File: config.mk
export PLATFORM = sky130hd
export DESIGN_NAME = blzd_check
export DESIGN_NICKNAME = d
export VERILOG_FILES = /design/src/rtl/core/blzd_pkg.sv /design/src/rtl/core/blzd_check.sv
export SDC_FILE = /design/constraint.sdc
export NUM_CORES = 1
export LEC_CHECK = 0
export BUFFER_PORTS_ARGS = -buffer_cell sky130_fd_sc_hd__buf_2
export CAP_MARGIN = 20
export CORE_MARGIN = 1.5
export CORE_UTILIZATION = 58
export DETAILED_ROUTE_END_ITERATION = 12
export PLACE_DENSITY = 0.91
export SLEW_MARGIN = 10
export SYNTH_ARGS = -nofsm -noshare
export SYNTH_HDL_FRONTEND = slang
export SYNTH_SLANG_ARGS = --single-unit
File: constraint.sdc
create_clock -name vclk -period 12.7
set_input_delay 2.54 -clock vclk [all_inputs]
set_output_delay 2.54 -clock vclk [all_outputs]
set_load 0.005 [all_outputs]
File: src/rtl/core/blzd_pkg.sv
// package for the backward lzss decompressor: item types, sequencer states,
// token constants and the check result struct; no dependencies
`timescale 1ns / 1ps

package blzd_pkg;

	localparam int HISTORY_DEPTH = 8192;
	localparam int HIST_AW       = $clog2(HISTORY_DEPTH);

	localparam logic [7:0]  FLAG_MSB    = 8'h80;
	localparam logic [11:0] OFFSET_MASK = 12'hFFF;
	localparam logic [4:0]  LEN_BIAS    = 5'd3;
	localparam logic [12:0] DIST_BIAS   = 13'd3;
	localparam logic [3:0]  FLAGS_FULL  = 4'd8;

	typedef struct packed {
		logic [7:0] packed_byte;
		logic       final_byte;
	} in_item_t;

	typedef struct packed {
		logic [7:0] plain_byte;
		logic       byte_valid;
		logic       run_end;
		logic       stream_end;
		logic       failed;
	} out_item_t;

	// result of the token check unit
	typedef struct packed {
		logic        room_nz;
		logic        copy_bad;
		logic [4:0]  len;
		logic [12:0] back_dist;
	} check_t;

	typedef enum logic [5:0] {
		S_IDLE   = 6'b000001,
		S_DECODE = 6'b000010,
		S_LIT    = 6'b000100,
		S_RD     = 6'b001000,
		S_WR     = 6'b010000,
		S_STAT   = 6'b100000
	} state_t;

endpackage

File: src/rtl/core/blzd_check.sv
// token check unit: copy length, distance, remaining budget and error test
// depends on blzd_pkg
`timescale 1ns / 1ps

module blzd_check
	import blzd_pkg::*;
(
	input  logic [31:0] output_size,
	input  logic [31:0] produced,
	input  logic [7:0]  held_high,
	input  logic [7:0]  low_byte,
	output check_t      chk
);

	logic [31:0] room;
	logic [11:0] offset;

	always_comb begin
		offset        = {held_high[3:0], low_byte} & OFFSET_MASK;
		room          = output_size - produced;
		chk.room_nz   = output_size > produced;
		chk.len       = {1'b0, held_high[7:4]} + LEN_BIAS;
		chk.back_dist = {1'b0, offset} + DIST_BIAS;
		chk.copy_bad  = ({27'd0, chk.len} > room) || ({19'd0, chk.back_dist} > produced);
	end

endmodule

==> results.md <==
* Status: completed
* DRC Markers at 0
* Grt ovf at 0
* Fin area at 3400 um^2
* Synth cell types at 56
* Num sequential at 0
* Yosys synthesis warning count at 0
* Port Buffers at 100
* Die Height at 73.3 um
* HP Class: primary input to primary output
* Leading area contributor after synthesis: ha_1
* Die area at 5380 um^2
* Final setup viols at 0
* Placer Congestion at 1.02
* Post-CTS setup repair buffer count at 0
* Endpoint type of the worst setup path: primary output
* Min Tclk post-route at 8740 ps
* Placed cell areas at 3400 um^2
* Clk_buf instances at 0
* Critical Path Sink: chk[18]
* Max VDD drop at 0.0319 mV
* RSZ-0062 raised after global routing: false
* Worst EP arrival at 6200 ps
* FF+latch area at 0 um^2
* Share of layout cells above drive strength 1 at 21.0%
* Most frequent cells in the layout: buf_2 (100), ha_1 (53), inv_1 (52)
* Critical path startpoint: output_size[0]
* Worst-path fanout max at 3
* Seq/Total Area, Yosys at 0%
* GRT Total Usage at 32.5%
* CTS Hold Bufs at 0
* Syn_nets at 567
* First-pass GRT wire length at 14.2 mm
* Ant. Diodes at 0
* Layout Area Growth over Synthesis at 18.5%
* PD cells at 47.3 nW/um^2
* Setup Total Neg Slack at 0 ps
* WL/cell at 15.2 um
* Tot Pwr at 161 uW
* Post-synthesis cell count at 433
* WL final at 8.89 mm
* Vias at 3544
* Max Cap Viol at 0
* Post_cts resized at 0
* Die width at 73.3 um
* Syn Area/Cell at 6.62 um^2
* Largest net degree at the start of global routing at 13
* Initial core utilization at 60.3%
* Worst EP required at 10160 ps
* Synth top area cells: ha_1 (23%), a21oi_1 (7.3%), inv_1 (6.8%), nand2_1 (5.5%), xnor2_1 (4.6%)
* Final #Nets at 655
* Hold Path Origin: held_high[4]
* First-pass DRT Iterations at 5
* Initial antenna violation count at 0
* Final Hold Fails at 0
* Number of global-route vias before repair at 3369
* Leak at 1.75 nW
* Slew Limit Fails at 0
* Share of the synthesized area in the top cell type at 23.1%
* Least-Margin Pin Slew at 718 ps
* Slew margin rel. at 51.7%
* Final Hold Slack at 5370 ps
* Top-level port count at 100
* F_max at 114 MHz
* Core Box Area at 4750 um^2
* Syn Std Cell Area at 2870 um^2
* Antenna Violating Nets Remaining at 0
* Pre-CTS WS at 4030 ps
* Detailed Place HPWL at 7.65 mm
* Setup CP Type: primary input to primary output
* Most common cell after layout, fill and taps aside: buf_2
* First DRT Iteration DRCs at 219
* Placement Rows at 25
* Startpoint types: primary input
* Final period utilization at 68.8%
* Post-route setup slack at 3960 ps
* Via density per instance at 6.05
## cell usage after synthesis (3+ instances only)
cell,n
nor2_1,22
o22ai_1,4
xor2_1,9
a21o_1,12
a21oi_1,42
o21a_1,16
nand3_1,13
o211ai_1,6
and4_1,3
nand2b_1,10
nor3_1,7
o21ai_0,21
ha_1,53
inv_1,52
a31oi_1,6
and3_1,7
o2111ai_1,4
nor2b_1,6
nand4_1,14
nor4_1,4
and2_1,4
or3_1,3
o21bai_1,4
nand2_1,42
clkbuf_1,14
o31ai_1,5
xnor2_1,15
## critical path, stage by stage
cell and delay (ps):
buf_2 100, inv_1 70, ha_1 140, inv_1 50
fa_1 420, a21o_2 220, a21oi_1 270, xor2_1 110
ha_1 330, nand3_1 100, o21bai_1 160, a32oi_1 220
o2111ai_1 140, nor4_1 330, nand4_1 150, nor4_2 220
nand4_1 150, o41ai_2 320, buf_2 160
## power by group
group          total, mW  switching [mW]  internal, mW
combinational      0.161          0.0927        0.0680
clock                  0               0             0
sequential             0               0             0
## kinds of logic (layout without fill, tap and decap cells)
family / count (synthesis) / count (layout) / share of synthesized area (%)
AO/OA/AOI/OAI: 144 / 144 / 33.6
AND/OR/NAND/NOR: 142 / 142 / 25.5
buffers and inverters: 66 / 152 / 8.64
adder cells (fa/ha/maj): 54 / 54 / 23.8
XOR/XNOR: 24 / 24 / 7.33
multiplexers: 3 / 3 / 1.09
## per-stage QoR
step	std cells	utilization, %
4_1_cts	586	71.5
2_1_floorplan	433	-
5_1_grt	586	71.5
3_3_place_gp	586	71.5
6_report	586	71.5
3_5_place_dp	586	71.5
## metal layers
| metal | vias up | global-route usage (%) | part of all wire (%) |
|---|---|---|---|
| li1 | 1778 | - | - |
| met1 | 1574 | 39.5 | 41 |
| met2 | 172 | 60.9 | 49 |
| met3 | 20 | 2.19 | 7.1 |
| met4 | 0 | 9.26 | 2.4 |
| met5 | - | 0 | 0 |
## how the worst min path moves through the flow
stage	to	slack, ps	cells after the start
floorplan	chk[13]	5120	1
global placement	chk[13]	5340	3
detailed placement	chk[13]	5360	3
CTS	chk[13]	5360	3
global route	chk[13]	5380	3
finish	chk[13]	5370	3
## layout make-up
| cell class | count | area (um^2) |
|---|---|---|
| fillers | 420 | 1360 |
| inverters | 52 | 195 |
| multi-input cells | 367 | 2620 |
| well taps | 67 | 83.8 |
| repair buffers | 100 | 500 |
(Power assumes the default switching activity.)
